**src/hw/rtl/mbp_pkg.sv**
```systemverilog
// Shared types and constants for the MSB-first bit packer.
package mbp_pkg;

    localparam int BYTE_W  = 8;
    localparam int CODE_W  = 64;
    localparam int LEN_W   = 7;
    localparam int PART_W  = 7;
    localparam int CNT_W   = 3;
    localparam int WORD_W  = CODE_W + BYTE_W;
    localparam int NRES_W  = 4;

    typedef enum logic [1:0] {
        REQ_WRITE  = 2'd0,
        REQ_FLUSH  = 2'd1,
        REQ_RESET  = 2'd2,
        REQ_UNUSED = 2'd3
    } t_req;

    typedef enum logic {
        ST_IDLE = 1'b0,
        ST_EMIT = 1'b1
    } t_state;

    // controller -> datapath
    typedef struct packed {
        logic accept;  // take the input item this cycle
        logic emit;    // move the next byte into the output register
        logic last;    // the emitted byte is the final one of the item
    } t_cmd;

    // datapath -> controller
    typedef struct packed {
        logic [NRES_W-1:0] results;   // results the current input item yields
        logic              out_free;  // output register can take a byte
    } t_stat;

endpackage

```
**src/hw/rtl/mbp_ctrl.sv**
```systemverilog
// Controller: accepts an item, then sequences its output bytes.
module mbp_ctrl
    import mbp_pkg::*;
(
    input  logic  i_clk,
    input  logic  i_rst_n,
    input  logic  i_valid,
    output logic  o_ready,
    input  t_stat i_stat,
    output t_cmd  o_cmd
);

    t_state            r_state, n_state;
    logic [NRES_W-1:0] r_left,  n_left;

    always_ff @(posedge i_clk) begin
        if (!i_rst_n) begin
            r_state <= ST_IDLE;
            r_left  <= '0;
        end else begin
            r_state <= n_state;
            r_left  <= n_left;
        end
    end

    // next state
    always_comb begin
        n_state = r_state;
        n_left  = r_left;
        case (r_state)
            ST_IDLE: begin
                if (i_valid && (i_stat.results != '0)) begin
                    n_state = ST_EMIT;
                    n_left  = i_stat.results;
                end
            end
            ST_EMIT: begin
                if (i_stat.out_free) begin
                    n_left = r_left - NRES_W'(1);
                    if (r_left == NRES_W'(1)) begin
                        n_state = ST_IDLE;
                    end
                end
            end
            default: begin
                n_state = ST_IDLE;
            end
        endcase
    end

    // outputs
    always_comb begin
        o_ready      = 1'b0;
        o_cmd.accept = 1'b0;
        o_cmd.emit   = 1'b0;
        o_cmd.last   = (r_left == NRES_W'(1));
        case (r_state)
            ST_IDLE: begin
                o_ready      = 1'b1;
                o_cmd.accept = i_valid;
            end
            ST_EMIT: begin
                o_cmd.emit = i_stat.out_free;
            end
            default: begin
                o_ready = 1'b0;
            end
        endcase
    end

endmodule

```
**src/hw/rtl/mbp_datapath.sv**
```systemverilog
// Datapath: bit buffer, byte shift register and output register.
module mbp_datapath
    import mbp_pkg::*;
#(
    parameter int MAX_CODE_LEN = 64
) (
    input  logic               i_clk,
    input  logic               i_rst_n,
    input  t_cmd               i_cmd,
    output t_stat              o_stat,
    input  logic [1:0]         i_req,
    input  logic [CODE_W-1:0]  i_code,
    input  logic [LEN_W-1:0]   i_len,
    output logic               o_valid,
    input  logic               i_ready,
    output logic [BYTE_W-1:0]  o_byte,
    output logic               o_present,
    output logic [CNT_W-1:0]   o_pad,
    output logic               o_last
);

    localparam logic [LEN_W-1:0] MaxLen = LEN_W'(MAX_CODE_LEN);

    t_req                req;
    logic [PART_W-1:0]   r_partial;
    logic [CNT_W-1:0]    r_cnt;
    logic [WORD_W-1:0]   r_word;
    logic [CNT_W-1:0]    r_pad;
    logic                r_present;
    logic                r_out_valid;
    logic [BYTE_W-1:0]   r_out_byte;
    logic                r_out_present;
    logic [CNT_W-1:0]    r_out_pad;
    logic                r_out_last;

    logic [LEN_W-1:0]    len;
    logic [LEN_W-1:0]    total;
    logic [NRES_W-1:0]   nbytes;
    logic [CNT_W-1:0]    rem;
    logic [CODE_W-1:0]   code_al;
    logic [BYTE_W-1:0]   part_al;
    logic [WORD_W-1:0]   wr_word;
    logic [PART_W-1:0]   part_low;
    logic [PART_W-1:0]   code_mask;
    logic [PART_W-1:0]   rem_mask;
    logic [PART_W-1:0]   wr_partial;

    assign req = t_req'(i_req);

    // bit arithmetic for the offered item
    always_comb begin
        len       = (i_len > MaxLen) ? MaxLen : i_len;
        total     = len + LEN_W'(r_cnt);
        nbytes    = total[LEN_W-1:3];
        rem       = total[2:0];
        // code bits left aligned, kept bits left aligned in a byte
        code_al   = i_code << (LEN_W'(CODE_W) - len);
        part_al   = BYTE_W'({1'b0, r_partial} << (4'd8 - {1'b0, r_cnt}));
        wr_word   = {part_al, {CODE_W{1'b0}}} | ({code_al, {BYTE_W{1'b0}}} >> r_cnt);
        // trailing bits that stay buffered after the whole bytes go out
        part_low  = (len >= LEN_W'(PART_W)) ? '0 : PART_W'(r_partial << len[2:0]);
        code_mask = (len >= LEN_W'(PART_W)) ? '1 : PART_W'((8'd1 << len[2:0]) - 8'd1);
        rem_mask  = PART_W'((8'd1 << rem) - 8'd1);
        wr_partial = (part_low | (i_code[PART_W-1:0] & code_mask)) & rem_mask;
    end

    always_comb begin
        case (req)
            REQ_WRITE: o_stat.results = nbytes;
            REQ_FLUSH: o_stat.results = NRES_W'(1);
            default:   o_stat.results = '0;
        endcase
        o_stat.out_free = !r_out_valid || i_ready;
    end

    // buffered bits
    always_ff @(posedge i_clk) begin
        if (!i_rst_n) begin
            r_partial <= '0;
            r_cnt     <= '0;
        end else if (i_cmd.accept) begin
            case (req)
                REQ_WRITE: begin
                    r_partial <= wr_partial;
                    r_cnt     <= rem;
                end
                REQ_FLUSH, REQ_RESET: begin
                    r_partial <= '0;
                    r_cnt     <= '0;
                end
                default: begin
                    r_partial <= r_partial;
                    r_cnt     <= r_cnt;
                end
            endcase
        end
    end

    // byte shift register
    always_ff @(posedge i_clk) begin
        if (i_cmd.accept) begin
            if (req == REQ_FLUSH) begin
                r_word    <= {part_al, {CODE_W{1'b0}}};
                r_pad     <= CNT_W'(0) - r_cnt;
                r_present <= (r_cnt != '0);
            end else begin
                r_word    <= wr_word;
                r_pad     <= '0;
                r_present <= 1'b1;
            end
        end else if (i_cmd.emit) begin
            r_word <= r_word << BYTE_W;
        end
    end

    // output register
    always_ff @(posedge i_clk) begin
        if (!i_rst_n) begin
            r_out_valid <= 1'b0;
        end else if (i_cmd.emit) begin
            r_out_valid <= 1'b1;
        end else if (i_ready) begin
            r_out_valid <= 1'b0;
        end
    end

    always_ff @(posedge i_clk) begin
        if (i_cmd.emit) begin
            r_out_byte    <= r_word[WORD_W-1 -: BYTE_W];
            r_out_present <= r_present;
            r_out_pad     <= r_pad;
            r_out_last    <= i_cmd.last;
        end
    end

    assign o_valid   = r_out_valid;
    assign o_byte    = r_out_byte;
    assign o_present = r_out_present;
    assign o_pad     = r_out_pad;
    assign o_last    = r_out_last;

endmodule

```
**src/hw/rtl/msb_first_bit_packer.sv**
```systemverilog
// Top level of the MSB-first bit packer: stream ports, controller, datapath.
//
// Packs codes of 0 to MAX_CODE_LEN bits, most significant bit first, into
// bytes. Up to seven leftover bits are held between items. Request kinds on
// s_tuser: write appends code_len bits of code_bits and outputs each byte it
// completes (last one marked by m_tlast); flush pads the held bits with low
// zeros and outputs that byte with its pad count, or an empty result
// (m_tuser low) if nothing is held; reset clears the held bits silently;
// the unused kind is ignored. Code lengths above MAX_CODE_LEN saturate.
// Timing: an item is taken while the block is idle, then its results leave
// one byte per cycle, while m_tready allows, through a single output
// register fed from a 72-bit shift register; a flush yields one result and
// a reset none. A new item is taken as soon as the last byte of the previous
// one sits in the output register. No clearing pass after reset.
module msb_first_bit_packer
    import mbp_pkg::*;
#(
    parameter int MAX_CODE_LEN = 64
) (
    input  logic        i_clk,
    input  logic        i_rst_n,
    input  logic        s_tvalid,
    output logic        s_tready,
    input  logic [71:0] s_tdata,   // [63:0] code_bits, [70:64] code_len, [71] zero
    input  logic [1:0]  s_tuser,   // [1:0] req_type
    output logic        m_tvalid,
    input  logic        m_tready,
    output logic [15:0] m_tdata,   // [7:0] out_byte, [10:8] pad_count, [15:11] zero
    output logic        m_tuser,   // [0] byte_present
    output logic        m_tlast
);

    t_cmd             cmd;
    t_stat            stat;
    logic [BYTE_W-1:0] out_byte;
    logic [CNT_W-1:0]  out_pad;

    mbp_ctrl u_ctrl (
        .i_clk   (i_clk),
        .i_rst_n (i_rst_n),
        .i_valid (s_tvalid),
        .o_ready (s_tready),
        .i_stat  (stat),
        .o_cmd   (cmd)
    );

    mbp_datapath #(
        .MAX_CODE_LEN (MAX_CODE_LEN)
    ) u_datapath (
        .i_clk     (i_clk),
        .i_rst_n   (i_rst_n),
        .i_cmd     (cmd),
        .o_stat    (stat),
        .i_req     (s_tuser),
        .i_code    (s_tdata[CODE_W-1:0]),
        .i_len     (s_tdata[CODE_W +: LEN_W]),
        .o_valid   (m_tvalid),
        .i_ready   (m_tready),
        .o_byte    (out_byte),
        .o_present (m_tuser),
        .o_pad     (out_pad),
        .o_last    (m_tlast)
    );

    assign m_tdata = {5'd0, out_pad, out_byte};

    // an empty flush result carries no byte, no padding and ends its item
    a_empty_flush: assert property (@(posedge i_clk) disable iff (!i_rst_n)
        (m_tvalid && !m_tuser) |-> (m_tlast && out_byte == '0 && out_pad == '0))
        else $error("empty flush result malformed");

    // padding only ever appears on the single, final flush result
    a_pad_last: assert property (@(posedge i_clk) disable iff (!i_rst_n)
        (m_tvalid && out_pad != '0) |-> m_tlast)
        else $error("padded byte not marked last");

    // reset and unused requests produce nothing and leave the block idle
    a_silent_req: assert property (@(posedge i_clk) disable iff (!i_rst_n)
        (s_tvalid && s_tready && (s_tuser == REQ_RESET || s_tuser == REQ_UNUSED))
        |=> s_tready)
        else $error("silent request left block busy");

    // the controller never emits while taking an item
    a_cmd_excl: assert property (@(posedge i_clk) disable iff (!i_rst_n)
        !(cmd.accept && cmd.emit))
        else $error("accept and emit in the same cycle");

endmodule
```
**config.mk**
```make
export PLATFORM = sky130hd
export DESIGN_NAME = msb_first_bit_packer
export DESIGN_NICKNAME = d
export VERILOG_FILES = /design/src/hw/rtl/mbp_pkg.sv /design/src/hw/rtl/mbp_ctrl.sv /design/src/hw/rtl/mbp_datapath.sv /design/src/hw/rtl/msb_first_bit_packer.sv
export SDC_FILE = /design/constraint.sdc
export NUM_CORES = 1
export LEC_CHECK = 0
export BUFFER_PORTS_ARGS = -buffer_cell sky130_fd_sc_hd__buf_2
export CORE_MARGIN = 4
export CORE_UTILIZATION = 35
export CTS_CLUSTER_SIZE = 10
export DETAILED_ROUTE_END_ITERATION = 8
export GPL_TIMING_DRIVEN = 1
export HOLD_SLACK_MARGIN = 0.1
export PLACE_DENSITY = 0.64
export SYNTH_ARGS = -nofsm -noshare
export SYNTH_HDL_FRONTEND = slang
export SYNTH_SLANG_ARGS = --single-unit
```
**constraint.sdc**
```tcl
create_clock -name i_clk -period 4.3 [get_ports i_clk]
set_input_delay 0.645 -clock i_clk [delete_from_list [all_inputs] [get_ports i_clk]]
set_output_delay 0.645 -clock i_clk [all_outputs]
set_load 0.03 [all_outputs]
```
==> impl_metrics.csv <==
group,metric,value,unit
outcome,status,"finished, final reports clean",
cts,clock-root-buffer,"clkbuf_16",
cts,cts_hold_buf,0,
sta,worst_pin_slew,0.911,ns
cts,clk_path_buf_depth,2,
cells_and_area,area_growth,20.9,%
cells_and_area,post-route-util,0.433,
placement,dp_cells,1954,
yosys,synth_cells,1314,
yosys,synth-seq-area-share,0.252,
yosys,yosysUniqueCellTypes,102,
yosys,ys_warn_count,0,
die,rows,66,
cts,clkSinkCount,104,
cts,htree_levels,3,
sta,slew_violations,0,
yosys,synth.most_common_cell,"nand2_1",
critical_path,crit_required,4.42,ns
pwr,ir_drop,243,uV
sta,finalHoldViolCount,0,
placement,place_hpwl,33200,um
sta,skew,0.0176,ns
pwr,seq_power_share,0.289,
drt,drtIter0Drc,1372,
placement,port-buffer-count,91,
die,ioPinCount,98,
global_route,grt_pass1_wl,65400,um
yosys,synth_area_leaders,"edfxtp_1, mux2i_1, mux4_2",
cells_and_area,nNetsFinal,1619,
sta,fmaxAchievable,243,MHz
placement,dpl-instance-area,13900,um^2
critical_path,cp_max_fo,13,
placement,gp_congestion,1.00,
critical_path,arrival,4.24,ns
yosys,ys_ff_latch,104,
cts,cts.clk_slew.worst_paths,0.08,ns
critical_path,start_kind,"input port",
worst_hold_path,worstHoldPathType,"flip-flop to flip-flop",
die,fp.dieH,191,um
yosys,netlist_top_cells_count,"nand2_1, mux2i_1, nor2_1",
cells_and_area,final_area,14200,um^2
die,die_w,191,um
global_route,grt_max_degree,72,
drt,avgRoutedWirePerCell,21.5,um
drt,drc,0,
yosys,synth_edf_count,88,
sta,finalCritPeriodShare,0.957,
sta,period_minus_slack,4.12,ns
yosys,synth.avg_cell_area,8.93,um^2
critical_path,path_class,"input port to flip-flop",
cells_and_area,drive_gt1_frac,0.305,
cts,cts_buffers,9,
die,start_util,0.358,
placement,dp_slack,-0.141,ns
yosys,async_flop_share,0,
sta,maxSlewHeadroom,0.393,
global_route,first_global_vias,11300,
sta,fin_setup_tns,0,ns
sta,rsz0062_at_grt,"false",
drt,viasPerCell,6.03,
yosys,synth_area,11700,um^2
critical_path,worstSetupEndpointType,"flip-flop",
yosys,yosysTopAreaCell,"edfxtp_1",
pwr,pwr-share-clk,0.186,
pwr,switching_power,1.82,mW
yosys,synth_flop_cell,"edfxtp_1",
global_route,antenna_found_initial,1,
pwr,pwr-share-comb,0.525,
cts,cts_resized,0,
sta,setup_slack,0.185,ns
cells_and_area,layoutNonFillerInstCount,1971,
global_route,track_usage,0.227,
pwr,swShare,0.400,
sta,setup_viol,0,
drt,routed_wl,42400,um
drt,drt_pass1_iterations,5,
cts,postCtsSetupBuffers,0,
pwr,intPower,2.73,mW
drt,vias,11900,
global_route,grt-ovfl-total,0,
flow_run,cap_violations,0,
drt,antenna_left,0,
pwr,p_per_area,320,nW/um^2
cts,clk_latency,0.37,ns
pwr,p_leak,5.92,nW
die,coreArea,32800,um^2
yosys,synth_top_area_share,0.225,
die,dieArea,36500,um^2
cts,cts_tree,"built",
## final timing paths
kind                                    start                         endpoint  slack (ns)  depth (start not counted)
max                               s_tdata[70]  u_datapath.r_word[57]$_DFFE_PP_        0.18                         12
min           u_datapath.r_word[70]$_DFFE_PP_   u_datapath.o_byte[6]$_DFFE_PP_        0.41                          0
max reg2reg  u_datapath.r_cnt[1]$_SDFFE_PN0P_  u_datapath.r_word[67]$_DFFE_PP_        1.35                          9
min reg2reg   u_datapath.r_word[70]$_DFFE_PP_   u_datapath.o_byte[6]$_DFFE_PP_        0.41                          0
## cell usage in the layout (no fill, tap or decap), types with 8 or more instances in the layout
cell type,synthesis,layout
a211oi_1,11,11
a21oi_1,58,58
a221o_1,13,13
a22oi_1,32,32
a2bb2oi_1,8,8
a31oi_1,10,10
and2_1,10,10
and3_1,13,13
buf_2,28,91
buf_4,13,220
clkbuf_16,0,9
dfxtp_1,16,15
edfxtp_1,88,88
ha_1,17,15
inv_1,12,10
mux2_2,27,27
mux2i_1,140,139
mux2i_2,8,8
mux4_2,44,44
nand2_1,146,145
nand3_1,68,68
nor2_1,97,96
nor2b_1,9,9
nor3_1,28,28
o211ai_1,25,25
o21a_1,12,12
o21ai_0,69,68
o21ai_1,17,18
o221ai_1,16,16
o22ai_1,18,18
o31ai_1,8,8
or3_1,10,10
## cell type report
cell class	instances	area [um^2]
Clock inverter	7	85.1
Timing Repair Buffer	315	2190
Clock buffer	9	225
Antenna cell	1	2.50
Multi-Input combinational cell	1074	8110
Tap cell	442	553
Inverter	19	73.8
Sequential cell	104	2960
Fill cell	3270	18600
## state kept, by name (all words and copies together), names as in the netlist, 3 cells and up
| register | count |
|---|---|
| u_ctrl.r_left | 4 |
| u_datapath.o_byte | 8 |
| u_datapath.o_pad | 3 |
| u_datapath.r_cnt | 3 |
| u_datapath.r_pad | 3 |
| u_datapath.r_partial | 7 |
| u_datapath.r_word | 71 |
## power groups by stage
stage	Clock, mW	Combinational (mW)	Sequential, mW
after floorplan	0	1.36	1.34
after global placement	0	2.32	1.33
after detailed placement	0	2.34	1.34
after CTS	0.865	2.34	1.31
after global routing	0.899	2.54	1.33
final	0.844	2.39	1.31
## through the flow
step,hold WS [ns],power [mW]
6_report,0.410,4.55
5_1_grt,0.428,4.77
3_3_place_gp,0.401,3.65
2_1_floorplan,0.400,2.71
4_1_cts,0.412,4.52
3_5_place_dp,0.405,3.67
## worst max-delay path, stage by stage
cell	delay, ns
buf_2	0.13
and2b_4	0.21
buf_4	0.14
ha_4	0.38
buf_4	0.17
mux2i_1	0.34
mux4_2	0.36
mux2i_1	0.11
a2bb2oi_1	0.49
o221ai_1	0.36
mux4_2	0.58
a221o_1	0.34
## cells by family after synthesis
logic type	after synthesis	synth area share
simple gates	428	0.173
compound gates	391	0.237
mux	225	0.251
buf+inv	140	0.0613
flops	104	0.252
fa+ha+maj	18	0.0198
xor+xnor	7	0.00522
other cells	1	0.000319
## per-layer routing
metal / part of all wire / up-vias / global-route usage
li1: - / 5524 / -
met5: 0 / - / 0
met4: 0.022 / 0 / 0.0605
met3: 0.063 / 58 / 0.0248
met1: 0.44 / 5786 / 0.313
met2: 0.48 / 508 / 0.382
Power figures use the tool's default switching activity.
